`src/hw/rtl/gpr_pkg.sv`:
```
// Shared types and constants for the plasmid rescue Gillespie step block.
// Used by the controller, the datapath, the multiplier and the checker.
// No dependencies.
`default_nettype none

package gpr_pkg;

    localparam int FRAC_BITS      = 16;
    localparam int CHUNK_BITS     = 32;
    localparam int RATE_BITS      = 24;
    localparam int COEF_BITS      = 32;
    localparam int PROB_BITS      = 17;
    localparam int CFG_INDEX_BITS = 3;
    localparam int CFG_DATA_BITS  = 32;
    localparam int NUM_PROP       = 5;
    localparam int PROP_IDX_BITS  = 3;
    localparam int OUT_USER_BITS  = 5;

    localparam logic [PROB_BITS-1:0] ONE_Q16 = 17'h1_0000;

    localparam logic [RATE_BITS-1:0] RATE_RESET       = 24'h01_0000;
    localparam logic [31:0]          INIT_WILD_RESET  = 32'd1000;
    localparam logic [31:0]          THRESHOLD_RESET  = 32'd1;

    localparam logic [CFG_INDEX_BITS-1:0] CFG_BIRTH_RATE_WILD   = 3'd0;
    localparam logic [CFG_INDEX_BITS-1:0] CFG_BIRTH_RATE_MUTANT = 3'd1;
    localparam logic [CFG_INDEX_BITS-1:0] CFG_DEATH_BASE_MUTANT = 3'd2;
    localparam logic [CFG_INDEX_BITS-1:0] CFG_CROWDING          = 3'd3;
    localparam logic [CFG_INDEX_BITS-1:0] CFG_TRANSFER          = 3'd4;
    localparam logic [CFG_INDEX_BITS-1:0] CFG_MUTATION_PROB     = 3'd5;
    localparam logic [CFG_INDEX_BITS-1:0] CFG_INITIAL_WILD      = 3'd6;
    localparam logic [CFG_INDEX_BITS-1:0] CFG_RESCUE_THRESHOLD  = 3'd7;

    typedef enum logic [1:0] {
        OUTCOME_RUNNING,
        OUTCOME_EXTINCT,
        OUTCOME_RESCUED,
        OUTCOME_NOT_VIABLE
    } t_outcome;

    typedef enum logic [2:0] {
        RXN_WILD_BIRTH,
        RXN_MUTANT_BIRTH,
        RXN_WILD_DEATH,
        RXN_MUTANT_DEATH,
        RXN_TRANSFER,
        RXN_NONE
    } t_reaction;

    typedef enum logic [2:0] {
        MOP_CROWD,
        MOP_WM,
        MOP_A0,
        MOP_A1,
        MOP_A2,
        MOP_A3,
        MOP_A4,
        MOP_LHS
    } t_mul_op;

    typedef enum logic [2:0] {
        ST_IDLE,
        ST_CHECK,
        ST_ISSUE,
        ST_MUL,
        ST_SUM,
        ST_SCAN,
        ST_UPDATE
    } t_state;

    typedef struct packed {
        logic                     load_in;
        logic                     mul_start;
        t_mul_op                  mul_op;
        logic                     sum_step;
        logic                     scan_step;
        logic [PROP_IDX_BITS-1:0] idx;
        logic                     commit_end;
        logic                     commit_react;
    } t_dp_cmd;

    typedef struct packed {
        logic must_end;
        logic mul_done;
        logic out_free;
    } t_dp_stat;

endpackage

`default_nettype wire

```
`src/hw/rtl/gpr_ctrl.sv`:
```
// Controller state machine: accepts an item, sequences the products, the
// propensity sum and the prefix scan, and commits the result.
// Depends on gpr_pkg.
`default_nettype none

module gpr_ctrl (
    input  wire logic          i_clk,
    input  wire logic          i_rst_n,
    input  wire logic          i_s_valid,
    output logic               o_s_ready,
    output gpr_pkg::t_dp_cmd   o_cmd,
    input  wire gpr_pkg::t_dp_stat i_stat
);
    import gpr_pkg::*;

    localparam logic [PROP_IDX_BITS-1:0] LAST_IDX = PROP_IDX_BITS'(NUM_PROP - 1);

    t_state                   r_state;
    t_state                   n_state;
    t_mul_op                  r_op;
    t_mul_op                  n_op;
    logic [PROP_IDX_BITS-1:0] r_idx;
    logic [PROP_IDX_BITS-1:0] n_idx;

    always_ff @(posedge i_clk) begin
        if (!i_rst_n) begin
            r_state <= ST_IDLE;
            r_op    <= MOP_CROWD;
            r_idx   <= '0;
        end else begin
            r_state <= n_state;
            r_op    <= n_op;
            r_idx   <= n_idx;
        end
    end

    always_comb begin
        n_state   = r_state;
        n_op      = r_op;
        n_idx     = r_idx;
        o_cmd     = '0;
        o_s_ready = 1'b0;
        unique case (r_state)
            ST_IDLE: begin
                o_s_ready = 1'b1;
                if (i_s_valid) begin
                    o_cmd.load_in = 1'b1;
                    n_state       = ST_CHECK;
                end
            end
            ST_CHECK: begin
                if (i_stat.must_end) begin
                    if (i_stat.out_free) begin
                        o_cmd.commit_end = 1'b1;
                        n_state          = ST_IDLE;
                    end
                end else begin
                    n_op    = MOP_CROWD;
                    n_state = ST_ISSUE;
                end
            end
            ST_ISSUE: begin
                o_cmd.mul_start = 1'b1;
                o_cmd.mul_op    = r_op;
                n_state         = ST_MUL;
            end
            ST_MUL: begin
                o_cmd.mul_op = r_op;
                if (i_stat.mul_done) begin
                    priority if (r_op == MOP_LHS) begin
                        n_idx   = '0;
                        n_state = ST_SCAN;
                    end else if (r_op == MOP_A4) begin
                        n_idx   = '0;
                        n_state = ST_SUM;
                    end else begin
                        n_op    = t_mul_op'(r_op + 3'd1);
                        n_state = ST_ISSUE;
                    end
                end
            end
            ST_SUM: begin
                o_cmd.sum_step = 1'b1;
                o_cmd.idx      = r_idx;
                if (r_idx == LAST_IDX) begin
                    n_op    = MOP_LHS;
                    n_state = ST_ISSUE;
                end else begin
                    n_idx = r_idx + PROP_IDX_BITS'(1);
                end
            end
            ST_SCAN: begin
                o_cmd.scan_step = 1'b1;
                o_cmd.idx       = r_idx;
                if (r_idx == LAST_IDX) begin
                    n_state = ST_UPDATE;
                end else begin
                    n_idx = r_idx + PROP_IDX_BITS'(1);
                end
            end
            ST_UPDATE: begin
                if (i_stat.out_free) begin
                    o_cmd.commit_react = 1'b1;
                    n_state            = ST_IDLE;
                end
            end
            default: begin
                n_state = ST_IDLE;
            end
        endcase
    end

endmodule

`default_nettype wire

```
`config.mk`:
```
export PLATFORM = sky130hd
export DESIGN_NAME = gpr_ctrl
export DESIGN_NICKNAME = d
export VERILOG_FILES = /design/src/hw/rtl/gpr_pkg.sv /design/src/hw/rtl/gpr_ctrl.sv
export SDC_FILE = /design/constraint.sdc
export NUM_CORES = 1
export LEC_CHECK = 0
export ABC_AREA = 0
export ABC_CLOCK_PERIOD_IN_PS = 2230
export BUFFER_PORTS_ARGS = -buffer_cell sky130_fd_sc_hd__buf_4
export CORE_MARGIN = 1.5
export CORE_UTILIZATION = 51
export DETAILED_ROUTE_END_ITERATION = 10
export HOLD_SLACK_MARGIN = 0.08
export PLACE_DENSITY = 0.8
export SYNTH_ARGS = -nofsm -noshare
export SYNTH_HDL_FRONTEND = slang
export SYNTH_SLANG_ARGS = --single-unit
```
`constraint.sdc`:
```
create_clock -name i_clk -period 2.23 [get_ports i_clk]
set_clock_uncertainty 0.15 [all_clocks]
set_input_delay 0.3345 -clock i_clk [delete_from_list [all_inputs] [get_ports i_clk]]
set_output_delay 0.3345 -clock i_clk [all_outputs]
set_load 0.01 [all_outputs]
```
==> reports/qor.csv <==
metric;value;unit
syn_area_per_cell;7.951;µm²
status;finished clean;
global-route wire length before repair;2.580;mm
clk_lat worst skew;0.26;ns
root buffer cell;clkbuf_4;
core region area;1334;µm²
VDD IR-drop max;0.3676;mV
post-CTS sizing;0;
RSZ-0062 raised after global routing;false;
die span in x;41.08;µm
die footprint;1687;µm²
FP Rows;13;
period utilization;0.8700;
setup TNS;0;ns
final wirelength;1.592;mm
initial drt markers;8;
Worst Path Required;1.75;ns
Hold Path Class;input port to register;
Top FF cell, synth;dfxtp_1;
vias;705;
Final Util;0.6698;
Fin. Hold Viols;0;
vias per cell;5.551;
largest net degree at the start of global routing;17;
Slew Viols, Final;0;
DR WL/cell;12.54;µm
Seq/Total Area, Yosys;0.2437;
CTS tree;built;
Synth Cell Area;739.5;µm²
GRT overflow;0;
Starting Density;0.5544;
cell count after synthesis;93;
final setup margin;0.2900;ns
pre-CTS WS;0.4282;ns
Distinct cells, synth;38;
number of synthesized flops with an enable pin;0;
# fillers;119;
Worst setup SP type;register;
Final HPWL DP;1.216;mm
storage element area;180.2;µm²
Multi-input gate area;510.5;µm²
IO Port Bufs;18;
CTS Buf Count;3;
DRC violations left;0;
RePlAce Congestion;0.8414;
initial antenna violation count;0;
CTS Hold Bufs;0;
FF+latch count, synth;9;
PD cells;487.7;nW/µm²
Max H-tree Level;1;
vias in the first global route;620;
I/O Pins;19;
post-synth net total;104;
top area cells in the synthesized netlist;dfxtp_1, ha_1, nor2_1;
GRT Overall Usage;0.2332;
cell taking the most area after synthesis;dfxtp_1;
Routed Antenna Nets;0;
area delta synth->final;20.81;%
postcts setup bufs;0;
die height;41.08;µm
slew margin rel.;0.7024;
# diodes;0;
CTS sink cnt;9;
Final Net Count;124;
crit path time final;1.940;ns
share of layout cells above drive strength 1;0.3214;
CTS clk-pin slew, worst paths;0.06;ns
Worst Setup End Kind;primary output;
critical path fanouts, max;16;
top-area cell type share of the netlist area;0.2437;
maximum clock path buffer count;2;
Max Cap Viol;0;
DR pass1 iterations;4;
CP Class;register to primary output;
ys async rst share;0;
critical path arrival;1.46;ns
Pleak;0.0003895;µW
FMAX;515.5;MHz
Worst Tran Pin Value;0.4458;ns
# setup viols final;0;
Synth warnings;0;
stage by stage:
| stage | area, µm² | cells | hold WS [ns] | total power, µW |
|---|---|---|---|---|
| finish | 893.4 | 127 | 0.2259 | 435.7 |
| floorplan | 739.5 | 93 | 0.3015 | 277.3 |
| global route | 893.4 | 127 | 0.2150 | 467.1 |
| detailed placement | 867.1 | 123 | 0.3348 | 316.2 |
| global placement | 867.1 | 123 | 0.3160 | 313.6 |
| CTS | 893.4 | 127 | 0.2185 | 442.7 |
cell families (layout without fill, tap and decap cells):
kind of cell | after synthesis | after routing | share of synthesized area
adder cells (fa/ha/maj) | 5 | 5 | 0.08460
multiplexers | 1 | 1 | 0.01354
AO/OA/AOI/OAI | 22 | 22 | 0.2064
AND/OR/NAND/NOR | 47 | 47 | 0.3858
flip-flops | 9 | 9 | 0.2437
buffers and inverters | 9 | 28 | 0.06598
cells in the mapped netlist (2+ instances only):
master / count
a21oi_1: 5
nand3_1: 3
nor4_1: 2
and2b_2: 3
and2_2: 3
nor2_1: 12
dfxtp_1: 9
ha_1: 5
buf_6: 2
nand2_1: 4
a21oi_2: 2
inv_1: 6
nor3_1: 4
and2_1: 4
o21ai_0: 5
nand3b_1: 2
flip-flops by register name, summed over array words and instances (netlist names):
name and cells:
r_idx 3, r_op 3, r_state 3
layer usage:
layer | routed length (µm) | vias to the layer above | track usage
li1 | - | 369 | -
met1 | 782 | 321 | 0.2987
met2 | 739 | 13 | 0.3711
met3 | 62 | 2 | 0.08152
met4 | 8 | 0 | 0.05000
met5 | 0 | - | 0
worst paths after layout:
check        depth (start not counted)        from  endpoint  slack [ns]
min                                  2     i_rst_n   r_op[1]        0.23
max reg2reg                          6     r_op[0]   r_op[1]        0.41
max                                  3  r_state[1]  o_cmd[5]        0.29
min reg2reg                          2    r_idx[1]  r_idx[1]        0.34
worst max-delay path, stage by stage (launching register included):
cell     delay (ns)
dfxtp_1        0.58
and2b_4        0.27
and2_2         0.20
buf_4          0.14
report_power, final:
part | leakage [µW] | total [µW] | internal, µW | switching [µW]
clock network | 0.0000150 | 123 | 68.8 | 54.1
registers | 0.0000732 | 197 | 172 | 25.2
logic | 0.000301 | 116 | 62.4 | 53.5
cell type report:
cell class,instances,area share
tap,15,0.02101
inverter,6,0.02521
clock buffer,4,0.02941
multi-input combinational,75,0.5714
sequential,9,0.2017
timing repair buffer,18,0.1513
placed cells by master (no fill, tap or decap), types with 2 or more instances in the layout:
| cell type | count |
|---|---|
| buf_4 | 18 |
| nor2_1 | 12 |
| dfxtp_1 | 9 |
| inv_1 | 6 |
| a21oi_1 | 5 |
| o21ai_0 | 5 |
| ha_1 | 5 |
| nor3_1 | 4 |
| and2_1 | 4 |
| nand2_1 | 4 |
| and2_2 | 3 |
| and2b_2 | 3 |
| nand3_1 | 3 |
| clkbuf_4 | 3 |
| nand3b_1 | 2 |
| nor4_1 | 2 |
| a21oi_2 | 2 |
No activity file was read; power rests on OpenSTA's default activity.
