$ cat config.mk
export PLATFORM = sky130hd
export DESIGN_NAME = gpr_datapath
export DESIGN_NICKNAME = d
export VERILOG_FILES = /design/src/hw/rtl/gpr_pkg.sv /design/src/hw/rtl/gpr_mul.sv /design/src/hw/rtl/gpr_datapath.sv
export SDC_FILE = /design/constraint.sdc
export NUM_CORES = 2
export LEC_CHECK = 0
export BUFFER_PORTS_ARGS = -buffer_cell sky130_fd_sc_hd__buf_2
export CAP_MARGIN = 25
export CORE_ASPECT_RATIO = 1.2
export CORE_MARGIN = 1.5
export CORE_UTILIZATION = 55
export CTS_CLUSTER_DIAMETER = 150
export DETAILED_ROUTE_END_ITERATION = 8
export PLACE_DENSITY_LB_ADDON = 0.15
export SYNTH_ARGS = -nofsm -noshare
export SYNTH_HDL_FRONTEND = slang
export SYNTH_SLANG_ARGS = --single-unit
export TNS_END_PERCENT = 100
$ cat constraint.sdc
create_clock -name i_clk -period 7.4 [get_ports i_clk]
set_input_delay 1.48 -clock i_clk [delete_from_list [all_inputs] [get_ports i_clk]]
set_output_delay 1.48 -clock i_clk [all_outputs]
set_load 0.05 [all_outputs]
$ cat src/hw/rtl/gpr_pkg.sv
// Shared types and constants for the plasmid rescue Gillespie step block.
// Used by the controller, the datapath, the multiplier and the checker.
// No dependencies.
`default_nettype none

package gpr_pkg;

    localparam int FRAC_BITS      = 16;
    localparam int CHUNK_BITS     = 32;
    localparam int RATE_BITS      = 24;
    localparam int COEF_BITS      = 32;
    localparam int PROB_BITS      = 17;
    localparam int CFG_INDEX_BITS = 3;
    localparam int CFG_DATA_BITS  = 32;
    localparam int NUM_PROP       = 5;
    localparam int PROP_IDX_BITS  = 3;
    localparam int OUT_USER_BITS  = 5;

    localparam logic [PROB_BITS-1:0] ONE_Q16 = 17'h1_0000;

    localparam logic [RATE_BITS-1:0] RATE_RESET       = 24'h01_0000;
    localparam logic [31:0]          INIT_WILD_RESET  = 32'd1000;
    localparam logic [31:0]          THRESHOLD_RESET  = 32'd1;

    localparam logic [CFG_INDEX_BITS-1:0] CFG_BIRTH_RATE_WILD   = 3'd0;
    localparam logic [CFG_INDEX_BITS-1:0] CFG_BIRTH_RATE_MUTANT = 3'd1;
    localparam logic [CFG_INDEX_BITS-1:0] CFG_DEATH_BASE_MUTANT = 3'd2;
    localparam logic [CFG_INDEX_BITS-1:0] CFG_CROWDING          = 3'd3;
    localparam logic [CFG_INDEX_BITS-1:0] CFG_TRANSFER          = 3'd4;
    localparam logic [CFG_INDEX_BITS-1:0] CFG_MUTATION_PROB     = 3'd5;
    localparam logic [CFG_INDEX_BITS-1:0] CFG_INITIAL_WILD      = 3'd6;
    localparam logic [CFG_INDEX_BITS-1:0] CFG_RESCUE_THRESHOLD  = 3'd7;

    typedef enum logic [1:0] {
        OUTCOME_RUNNING,
        OUTCOME_EXTINCT,
        OUTCOME_RESCUED,
        OUTCOME_NOT_VIABLE
    } t_outcome;

    typedef enum logic [2:0] {
        RXN_WILD_BIRTH,
        RXN_MUTANT_BIRTH,
        RXN_WILD_DEATH,
        RXN_MUTANT_DEATH,
        RXN_TRANSFER,
        RXN_NONE
    } t_reaction;

    typedef enum logic [2:0] {
        MOP_CROWD,
        MOP_WM,
        MOP_A0,
        MOP_A1,
        MOP_A2,
        MOP_A3,
        MOP_A4,
        MOP_LHS
    } t_mul_op;

    typedef enum logic [2:0] {
        ST_IDLE,
        ST_CHECK,
        ST_ISSUE,
        ST_MUL,
        ST_SUM,
        ST_SCAN,
        ST_UPDATE
    } t_state;

    typedef struct packed {
        logic                     load_in;
        logic                     mul_start;
        t_mul_op                  mul_op;
        logic                     sum_step;
        logic                     scan_step;
        logic [PROP_IDX_BITS-1:0] idx;
        logic                     commit_end;
        logic                     commit_react;
    } t_dp_cmd;

    typedef struct packed {
        logic must_end;
        logic mul_done;
        logic out_free;
    } t_dp_stat;

endpackage

`default_nettype wire

$ cat src/hw/rtl/gpr_mul.sv
// Multi-cycle multiplier: one 32-bit chunk of the A operand per cycle,
// partial products registered and accumulated in the following cycle.
// Depends on gpr_pkg.
`default_nettype none

module gpr_mul #(
    parameter int A_BITS = 61,
    parameter int B_BITS = 33
) (
    input  wire logic                i_clk,
    input  wire logic                i_rst_n,
    input  wire logic                i_start,
    input  wire logic [A_BITS-1:0]   i_a,
    input  wire logic [B_BITS-1:0]   i_b,
    output logic                     o_done,
    output logic [((A_BITS + gpr_pkg::CHUNK_BITS - 1) / gpr_pkg::CHUNK_BITS)
                  * gpr_pkg::CHUNK_BITS + B_BITS - 1:0] o_p
);
    import gpr_pkg::*;

    localparam int NCH = (A_BITS + CHUNK_BITS - 1) / CHUNK_BITS;
    localparam int AP  = NCH * CHUNK_BITS;
    localparam int PP  = CHUNK_BITS + B_BITS;
    localparam int PW  = AP + B_BITS;
    localparam int CW  = $clog2(NCH + 1);

    logic [AP-1:0]     r_a;
    logic [B_BITS-1:0] r_b;
    logic              r_busy;
    logic [CW-1:0]     r_cnt;
    logic [PP-1:0]     r_pp;
    logic              r_pp_valid;
    logic [CW-1:0]     r_acc_idx;
    logic [PW-1:0]     r_acc;
    logic              r_done;

    always_ff @(posedge i_clk) begin
        if (!i_rst_n) begin
            r_busy     <= 1'b0;
            r_pp_valid <= 1'b0;
            r_done     <= 1'b0;
        end else begin
            r_done     <= r_pp_valid && (r_acc_idx == CW'(NCH - 1));
            r_pp_valid <= r_busy;
            if (i_start) begin
                r_busy <= 1'b1;
            end else if (r_busy && (r_cnt == CW'(NCH - 1))) begin
                r_busy <= 1'b0;
            end
        end
    end

    always_ff @(posedge i_clk) begin
        if (i_start) begin
            r_a       <= AP'(i_a);
            r_b       <= i_b;
            r_cnt     <= '0;
            r_acc     <= '0;
            r_acc_idx <= '0;
        end else begin
            if (r_busy) begin
                r_pp  <= PP'(r_a[CHUNK_BITS-1:0]) * PP'(r_b);
                r_a   <= r_a >> CHUNK_BITS;
                r_cnt <= r_cnt + CW'(1);
            end
            if (r_pp_valid) begin
                r_acc     <= r_acc + (PW'(r_pp) << (CHUNK_BITS * r_acc_idx));
                r_acc_idx <= r_acc_idx + CW'(1);
            end
        end
    end

    assign o_done = r_done;
    assign o_p    = r_acc;

endmodule

`default_nettype wire

$ cat src/hw/rtl/gpr_datapath.sv
// Datapath: configuration registers, population state, propensity products,
// prefix-sum reaction selection, count update and the output register.
// Depends on gpr_pkg and gpr_mul.
`default_nettype none

module gpr_datapath #(
    parameter int COUNT_BITS  = 20,
    parameter int RANDOM_BITS = 16
) (
    input  wire logic                                 i_clk,
    input  wire logic                                 i_rst_n,
    input  wire logic                                 i_cfg_valid,
    input  wire logic [gpr_pkg::CFG_INDEX_BITS-1:0]   i_cfg_index,
    input  wire logic [gpr_pkg::CFG_DATA_BITS-1:0]    i_cfg_data,
    input  wire logic                                 i_start_run,
    input  wire logic [RANDOM_BITS-1:0]               i_select_random,
    input  wire logic [RANDOM_BITS-1:0]               i_mutation_random,
    input  wire logic                                 i_m_ready,
    output logic                                      o_m_valid,
    output gpr_pkg::t_outcome                         o_outcome,
    output gpr_pkg::t_reaction                        o_reaction,
    output logic [COUNT_BITS-1:0]                     o_wild_count,
    output logic [COUNT_BITS-1:0]                     o_mutant_count,
    input  wire gpr_pkg::t_dp_cmd                     i_cmd,
    output gpr_pkg::t_dp_stat                         o_stat
);
    import gpr_pkg::*;

    localparam int NW  = COUNT_BITS + 1;
    localparam int KP  = COEF_BITS + NW;
    localparam int KW  = KP - FRAC_BITS;
    localparam int DW  = KW + 1;
    localparam int TW  = 2 * COUNT_BITS + 21;
    localparam int LW  = TW + RANDOM_BITS + 1;
    localparam int BW0 = (NW > COEF_BITS) ? NW : COEF_BITS;
    localparam int BW  = (BW0 > RANDOM_BITS + 1) ? BW0 : RANDOM_BITS + 1;
    localparam int PW  = ((TW + CHUNK_BITS - 1) / CHUNK_BITS) * CHUNK_BITS + BW;
    localparam int MW  = RANDOM_BITS + FRAC_BITS + 1;

    logic [RATE_BITS-1:0]  r_brw;
    logic [RATE_BITS-1:0]  r_brm;
    logic [RATE_BITS-1:0]  r_dbm;
    logic [COEF_BITS-1:0]  r_alpha;
    logic [COEF_BITS-1:0]  r_tc;
    logic [PROB_BITS-1:0]  r_mp;
    logic [COUNT_BITS-1:0] r_init;
    logic [COUNT_BITS-1:0] r_thr;

    logic [COUNT_BITS-1:0] r_wild;
    logic [COUNT_BITS-1:0] r_mut;
    t_outcome              r_outcome;

    logic [RANDOM_BITS-1:0] r_sel;
    logic [RANDOM_BITS-1:0] r_mrand;
    t_mul_op                r_op;
    logic [KW-1:0]          r_k;
    logic [2*COUNT_BITS-1:0] r_wm;
    logic [TW-1:0]          r_prop [NUM_PROP];
    logic [TW-1:0]          r_total;
    logic [TW-1:0]          r_prefix;
    logic [LW-1:0]          r_lhs;
    logic                   r_found;
    logic [PROP_IDX_BITS-1:0] r_rxn_idx;

    logic                   r_out_valid;
    t_outcome               r_out_outcome;
    t_reaction              r_out_rxn;
    logic [COUNT_BITS-1:0]  r_out_wild;
    logic [COUNT_BITS-1:0]  r_out_mut;

    logic [TW-1:0]          mul_a;
    logic [BW-1:0]          mul_b;
    logic                   mul_done;
    logic [PW-1:0]          mul_p;

    logic [TW-1:0]          n_prefix;
    logic [LW-1:0]          scan_rhs;
    logic [MW-1:0]          mut_lhs;
    logic [MW-1:0]          mut_rhs;
    logic                   mut_hit;
    t_reaction              rxn;
    logic [COUNT_BITS-1:0]  n_wild;
    logic [COUNT_BITS-1:0]  n_mut;
    t_outcome               end_outcome;
    t_outcome               react_outcome;
    logic                   out_free;

    function automatic t_outcome settle(input logic [COUNT_BITS-1:0] w,
                                        input logic [COUNT_BITS-1:0] m,
                                        input logic [COUNT_BITS-1:0] thr,
                                        input t_outcome              cur);
        t_outcome res;
        res = cur;
        if ((w == '0) && (m == '0)) begin
            res = OUTCOME_EXTINCT;
        end else if (m > thr) begin
            res = OUTCOME_RESCUED;
        end
        return res;
    endfunction

    gpr_mul #(
        .A_BITS (TW),
        .B_BITS (BW)
    ) u_mul (
        .i_clk   (i_clk),
        .i_rst_n (i_rst_n),
        .i_start (i_cmd.mul_start),
        .i_a     (mul_a),
        .i_b     (mul_b),
        .o_done  (mul_done),
        .o_p     (mul_p)
    );

    always_comb begin
        unique case (i_cmd.mul_op)
            MOP_CROWD: begin
                mul_a = TW'(r_alpha);
                mul_b = BW'(NW'(r_wild) + NW'(r_mut));
            end
            MOP_WM: begin
                mul_a = TW'(r_wild);
                mul_b = BW'(r_mut);
            end
            MOP_A0: begin
                mul_a = TW'(r_brw);
                mul_b = BW'(r_wild);
            end
            MOP_A1: begin
                mul_a = TW'(r_brm);
                mul_b = BW'(r_mut);
            end
            MOP_A2: begin
                mul_a = TW'(DW'(ONE_Q16) + DW'(r_k));
                mul_b = BW'(r_wild);
            end
            MOP_A3: begin
                mul_a = TW'(DW'(r_dbm) + DW'(r_k));
                mul_b = BW'(r_mut);
            end
            MOP_A4: begin
                mul_a = TW'(r_wm);
                mul_b = BW'(r_tc);
            end
            MOP_LHS: begin
                mul_a = r_total;
                mul_b = BW'((RANDOM_BITS + 1)'(r_sel) + (RANDOM_BITS + 1)'(1));
            end
            default: begin
                mul_a = '0;
                mul_b = '0;
            end
        endcase
    end

    assign n_prefix = r_prefix + r_prop[i_cmd.idx];
    assign scan_rhs = LW'({n_prefix, {RANDOM_BITS{1'b0}}});

    assign mut_lhs = {(RANDOM_BITS + 1)'(r_mrand) + (RANDOM_BITS + 1)'(1),
                      {FRAC_BITS{1'b0}}};
    assign mut_rhs = {r_mp, {RANDOM_BITS{1'b0}}};
    assign mut_hit = (mut_lhs <= mut_rhs);

    always_comb begin
        rxn    = r_found ? t_reaction'(r_rxn_idx) : RXN_TRANSFER;
        n_wild = r_wild;
        n_mut  = r_mut;
        unique case (rxn)
            RXN_WILD_BIRTH: begin
                if (mut_hit) begin
                    if (r_mut != '1) begin
                        n_mut = r_mut + COUNT_BITS'(1);
                    end
                end else if (r_wild != '1) begin
                    n_wild = r_wild + COUNT_BITS'(1);
                end
            end
            RXN_MUTANT_BIRTH: begin
                if (r_mut != '1) begin
                    n_mut = r_mut + COUNT_BITS'(1);
                end
            end
            RXN_WILD_DEATH: begin
                if (r_wild != '0) begin
                    n_wild = r_wild - COUNT_BITS'(1);
                end
            end
            RXN_MUTANT_DEATH: begin
                if (r_mut != '0) begin
                    n_mut = r_mut - COUNT_BITS'(1);
                end
            end
            default: begin
                if ((r_wild != '0) && (r_mut != '0)) begin
                    n_wild = r_wild - COUNT_BITS'(1);
                    if (r_mut != '1) begin
                        n_mut = r_mut + COUNT_BITS'(1);
                    end
                end
            end
        endcase
        react_outcome = settle(n_wild, n_mut, r_thr, OUTCOME_RUNNING);
    end

    always_comb begin
        priority if (r_outcome != OUTCOME_RUNNING) begin
            end_outcome = r_outcome;
        end else if (r_dbm >= r_brm) begin
            end_outcome = OUTCOME_NOT_VIABLE;
        end else begin
            end_outcome = settle(r_wild, r_mut, r_thr, OUTCOME_RUNNING);
        end
    end

    assign out_free = !r_out_valid || i_m_ready;

    assign o_stat.must_end = (end_outcome != OUTCOME_RUNNING);
    assign o_stat.mul_done = mul_done;
    assign o_stat.out_free = out_free;

    always_ff @(posedge i_clk) begin
        if (!i_rst_n) begin
            r_brw     <= RATE_RESET;
            r_brm     <= RATE_RESET;
            r_dbm     <= RATE_RESET;
            r_alpha   <= '0;
            r_tc      <= '0;
            r_mp      <= '0;
            r_init    <= COUNT_BITS'(INIT_WILD_RESET);
            r_thr     <= COUNT_BITS'(THRESHOLD_RESET);
        end else if (i_cfg_valid) begin
            unique case (i_cfg_index)
                CFG_BIRTH_RATE_WILD:   r_brw   <= i_cfg_data[RATE_BITS-1:0];
                CFG_BIRTH_RATE_MUTANT: r_brm   <= i_cfg_data[RATE_BITS-1:0];
                CFG_DEATH_BASE_MUTANT: r_dbm   <= i_cfg_data[RATE_BITS-1:0];
                CFG_CROWDING:          r_alpha <= i_cfg_data[COEF_BITS-1:0];
                CFG_TRANSFER:          r_tc    <= i_cfg_data[COEF_BITS-1:0];
                CFG_MUTATION_PROB:     r_mp    <= i_cfg_data[PROB_BITS-1:0];
                CFG_INITIAL_WILD:      r_init  <= i_cfg_data[COUNT_BITS-1:0];
                CFG_RESCUE_THRESHOLD:  r_thr   <= i_cfg_data[COUNT_BITS-1:0];
                default: ;
            endcase
        end
    end

    always_ff @(posedge i_clk) begin
        if (!i_rst_n) begin
            r_wild      <= COUNT_BITS'(INIT_WILD_RESET);
            r_mut       <= '0;
            r_outcome   <= OUTCOME_RUNNING;
            r_out_valid <= 1'b0;
        end else begin
            if (i_cmd.load_in && i_start_run) begin
                r_wild    <= r_init;
                r_mut     <= '0;
                r_outcome <= OUTCOME_RUNNING;
            end else if (i_cmd.commit_end) begin
                r_outcome <= end_outcome;
            end else if (i_cmd.commit_react) begin
                r_wild    <= n_wild;
                r_mut     <= n_mut;
                r_outcome <= react_outcome;
            end
            if (i_cmd.commit_end || i_cmd.commit_react) begin
                r_out_valid <= 1'b1;
            end else if (i_m_ready) begin
                r_out_valid <= 1'b0;
            end
        end
    end

    always_ff @(posedge i_clk) begin
        if (i_cmd.load_in) begin
            r_sel    <= i_select_random;
            r_mrand  <= i_mutation_random;
            r_total  <= '0;
            r_prefix <= '0;
            r_found  <= 1'b0;
        end
        if (i_cmd.mul_start) begin
            r_op <= i_cmd.mul_op;
        end
        if (mul_done) begin
            unique case (r_op)
                MOP_CROWD: r_k       <= mul_p[KP-1:FRAC_BITS];
                MOP_WM:    r_wm      <= mul_p[2*COUNT_BITS-1:0];
                MOP_A0:    r_prop[0] <= mul_p[TW-1:0];
                MOP_A1:    r_prop[1] <= mul_p[TW-1:0];
                MOP_A2:    r_prop[2] <= mul_p[TW-1:0];
                MOP_A3:    r_prop[3] <= mul_p[TW-1:0];
                MOP_A4:    r_prop[4] <= mul_p[TW+FRAC_BITS-1:FRAC_BITS];
                MOP_LHS:   r_lhs     <= mul_p[LW-1:0];
                default: ;
            endcase
        end
        if (i_cmd.sum_step) begin
            r_total <= r_total + r_prop[i_cmd.idx];
        end
        if (i_cmd.scan_step) begin
            r_prefix <= n_prefix;
            if (!r_found && (r_lhs <= scan_rhs)) begin
                r_found   <= 1'b1;
                r_rxn_idx <= i_cmd.idx;
            end
        end
        if (i_cmd.commit_end) begin
            r_out_outcome <= end_outcome;
            r_out_rxn     <= RXN_NONE;
            r_out_wild    <= r_wild;
            r_out_mut     <= r_mut;
        end else if (i_cmd.commit_react) begin
            r_out_outcome <= react_outcome;
            r_out_rxn     <= rxn;
            r_out_wild    <= n_wild;
            r_out_mut     <= n_mut;
        end
    end

    assign o_m_valid      = r_out_valid;
    assign o_outcome      = r_out_outcome;
    assign o_reaction     = r_out_rxn;
    assign o_wild_count   = r_out_wild;
    assign o_mutant_count = r_out_mut;

endmodule

`default_nettype wire

==> summary.md <==
| Metric | Value |
|---|---|
| Ports | `133` |
| Post-synth net total | `11454` |
| GRT Resource Usage Total | `0.407` |
| CTS buffer count | `121` |
| Distinct cell type count after synthesis | `101` |
| Worst Tran Pin Value | `1.53 ns` |
| Initial antenna violation count | `35` |
| Fin crit share | `1.10` |
| PortBufs | `132` |
| RSZ-0062 raised after global routing | `true` |
| Layout net count | `12093` |
| Worst-skew pair later-pin latency | `0.85 ns` |
| GPL Wtd Cong | `1.05` |
| CP max FO | `5` |
| Area grow syn2layout | `15.6%` |
| WL/cell | `28.6 um` |
| 1st-iter DRT viols | `7411` |
| Cells after Synth | `9814` |
| Mean Syn Cell Area | `9.91 sq um` |
| # setup viols final | `31` |
| Via density | `6.17` |
| Clk pin slew, worst setup/hold paths | `0.07 ns` |
| FFs w/ async S/R, synth | `0` |
| Die Area | `0.179 sq mm` |
| Max Freq | `123 MHz` |
| Post-synth EDFFs | `819` |
| Critical Path Max Stage Delay | `0.61 ns` |
| Top cells by area, synth | `edfxtp_1, fa_1, ha_1` |
| Die Y | `464 um` |
| Clock sinks | `1144` |
| Initial Util | `0.556` |
| Slew Viols, Final | `1` |
| Pre-CTS WS | `-0.967 ns` |
| PnR worst setup slack | `-0.750 ns` |
| Outcome | `finished, violations left` |
| Register area share after synthesis | `0.320` |
| Clock period minus worst slack | `8.15 ns` |
| Core box area | `0.175 sq mm` |
| Final ANT Viol Nets | `0` |
| Main synth FF type | `edfxtp_1` |
| Cell area after synthesis | `0.0973 sq mm` |
| Final Hold Viols | `0` |
| Drt drc | `0` |
| Yosys reg bits | `1144` |
| WP data required | `7.91 ns` |
| CTS tree | `done` |
| H-tree depth | `3` |
| Layout Skew | `0.119 ns` |
| Worst path top cell family by delay | `adder cells` |
| Max Cap Viol | `0` |
| Critical Path Sink Type | `register` |
| Clock Tree Root | `clkbuf_16` |
| Failing checks | `slew limit, setup timing` |
| Largest net degree at the start of global routing | `112` |
| Fill cell count | `14208` |
| Fraction of layout instances using a drive strength above 1 | `0.161` |
| Worst hold path type | `register to register` |
| Yosys warns | `0` |
| Vias | `79427` |
| CP startpoint kind | `register` |
| Bufs and invs on worst path | `7` |
| Setup TNS | `-14.92 ns` |
| First-pass GRT wire length | `536000 um` |
| Routed WL | `368000 um` |
| Most used cell, CP | `fa_1` |
| CTS Buffer Depth | `3` |
| Vias in the first global route | `80929` |
| Die X | `387 um` |
| TritonRoute pass-1 iters | `6` |
| Yosys top cell by area | `edfxtp_1` |
| Row count | `168` |
| Total grt overflow | `0` |
| Post-synth top area share | `0.253` |
| Crit path kind | `register to register` |
| Crit path max-delay cell type | `fa_2` |
| CP Data Arrival Time | `8.66 ns` |
| Slew HR | `-0.0205` |
| Post-DP HPWL | `289000 um` |
[flip-flops by register name, indices dropped and copies added, names as in the netlist, 20 cells and up]
name            cells
r_mut              20
u_mul.r_a          61
r_wm               40
r_brm              24
r_dbm              24
r_prefix           61
u_mul.r_b          32
r_prop            305
u_mul.r_pp         64
r_k                37
r_tc               32
o_mutant_count     20
r_alpha            32
r_brw              24
r_init             20
r_wild             20
r_lhs              78
u_mul.o_p          78
r_total            61
r_thr              20
o_wild_count       20
[cell families after synthesis]
family | after synthesis | synth area share
AO/OA/AOI/OAI | 1815 | 0.125
XOR/XNOR | 342 | 0.0308
adder cells (fa/ha/maj) | 1556 | 0.270
buffers and inverters | 1593 | 0.0624
flip-flops | 1144 | 0.320
multiplexers | 269 | 0.0374
AND/OR/NAND/NOR | 3095 | 0.156
[Yosys cell counts (13+ instances only)]
cell type,n
xnor2_1,228
o21bai_1,57
clkbuf_1,465
a31oi_1,80
ha_1,655
inv_1,1067
or4_1,21
a22o_1,23
mux2i_1,109
a22oi_1,29
and2_1,724
and4_1,14
or3_1,37
a311oi_1,14
mux4_2,66
o21ai_0,263
nand2b_1,48
nand3_1,153
o22ai_1,21
a21oi_1,441
a221oi_1,35
mux2_2,94
a221o_1,13
nor4_1,34
a41oi_1,18
o21a_1,65
nand2_1,1164
buf_1,27
a211oi_1,56
nor2b_1,60
a21o_1,266
buf_4,19
xor2_1,114
nor2_1,506
o221ai_1,18
nor3_1,94
edfxtp_1,819
dfxtp_1,325
o211ai_1,60
fa_1,901
and3_1,85
a21boi_0,193
o31ai_1,30
nand4_1,87
[cells in the final DEF (no fill, tap or decap), types with 66 or more instances in the layout]
cell       count
a21boi_0     191
a21o_1       263
a21oi_1      422
a31oi_1       74
and2_1       692
and3_1        82
buf_2        128
buf_4        760
buf_6         78
clkbuf_16    126
dfxtp_1      323
edfxtp_1     819
fa_1         858
ha_1         624
inv_1       1041
mux2_2        94
mux2i_1      108
mux4_2        66
nand2_1     1160
nand3_1      149
nand4_1       87
nor2_1       491
nor3_1        85
o21ai_0      246
xnor2_1      220
xor2_1       110
[routing by layer]
metal	up-vias	part of all wire	global-route usage
met5	-	0.00047	0
met4	28	0.088	0.295
met3	1147	0.082	0.0736
met2	3923	0.47	0.660
met1	39661	0.36	0.490
li1	34668	-	-
[worst reg2reg max path, delay by kind of cell, from the launching register on]
family,cells,cell delay [ns]
buf+inv,7,0.79
xor+xnor,1,0.13
flops,1,0.39
fa+ha+maj,9,4.53
compound gates,8,1.23
simple gates,4,0.79
[layout make-up]
| class | count | area (sq um) | area share |
|---|---|---|---|
| multi-input cells | 7077 | 61500 | 0.547 |
| flip-flops and latches | 1144 | 31100 | 0.277 |
| repair buffers | 1038 | 8690 | 0.0773 |
| inverters | 1071 | 4020 | 0.0357 |
| clock buffers | 147 | 3190 | 0.0284 |
| well taps | 2295 | 2870 | 0.0255 |
| clock inverters | 85 | 1030 | 0.00920 |
| diodes | 14 | 35.0 | 0.000311 |
[final timing paths]
check                    start        endpoint  slack, ns  depth (start not counted)
setup / recovery  u_mul.r_a[8]  u_mul.r_pp[54]      -0.75                         29
hold / removal        r_tc[29]        r_tc[29]       0.46                          2
setup reg to reg  u_mul.r_a[8]  u_mul.r_pp[54]      -0.75                         29
hold reg to reg       r_tc[29]        r_tc[29]       0.46                          2
[through the flow]
| stage | hold WS, ns | cell area, sq um | utilization | std cells |
|---|---|---|---|---|
| after CTS | 0.465 | 111000 | 0.635 | 12822 |
| after global routing | 0.483 | 112000 | 0.642 | 12862 |
| after floorplan | 0.435 | 97400 | - | 9814 |
| after global placement | 0.448 | 106000 | 0.603 | 12531 |
| after detailed placement | 0.456 | 106000 | 0.604 | 12537 |
| final | 0.463 | 112000 | 0.642 | 12871 |
[timing repair]
action | in CTS | in global routing
setup endpoints to repair | 39 | 42
gates cloned | 1 | 4
gates resized for setup | 189 | 179
setup buffers | 54 | 38
pin swaps | 142 | 135
hold buffers | 0 | 0
Power is not shown: default switching activity piles up to over one toggle a cycle in this logic, so the estimate is an artifact.
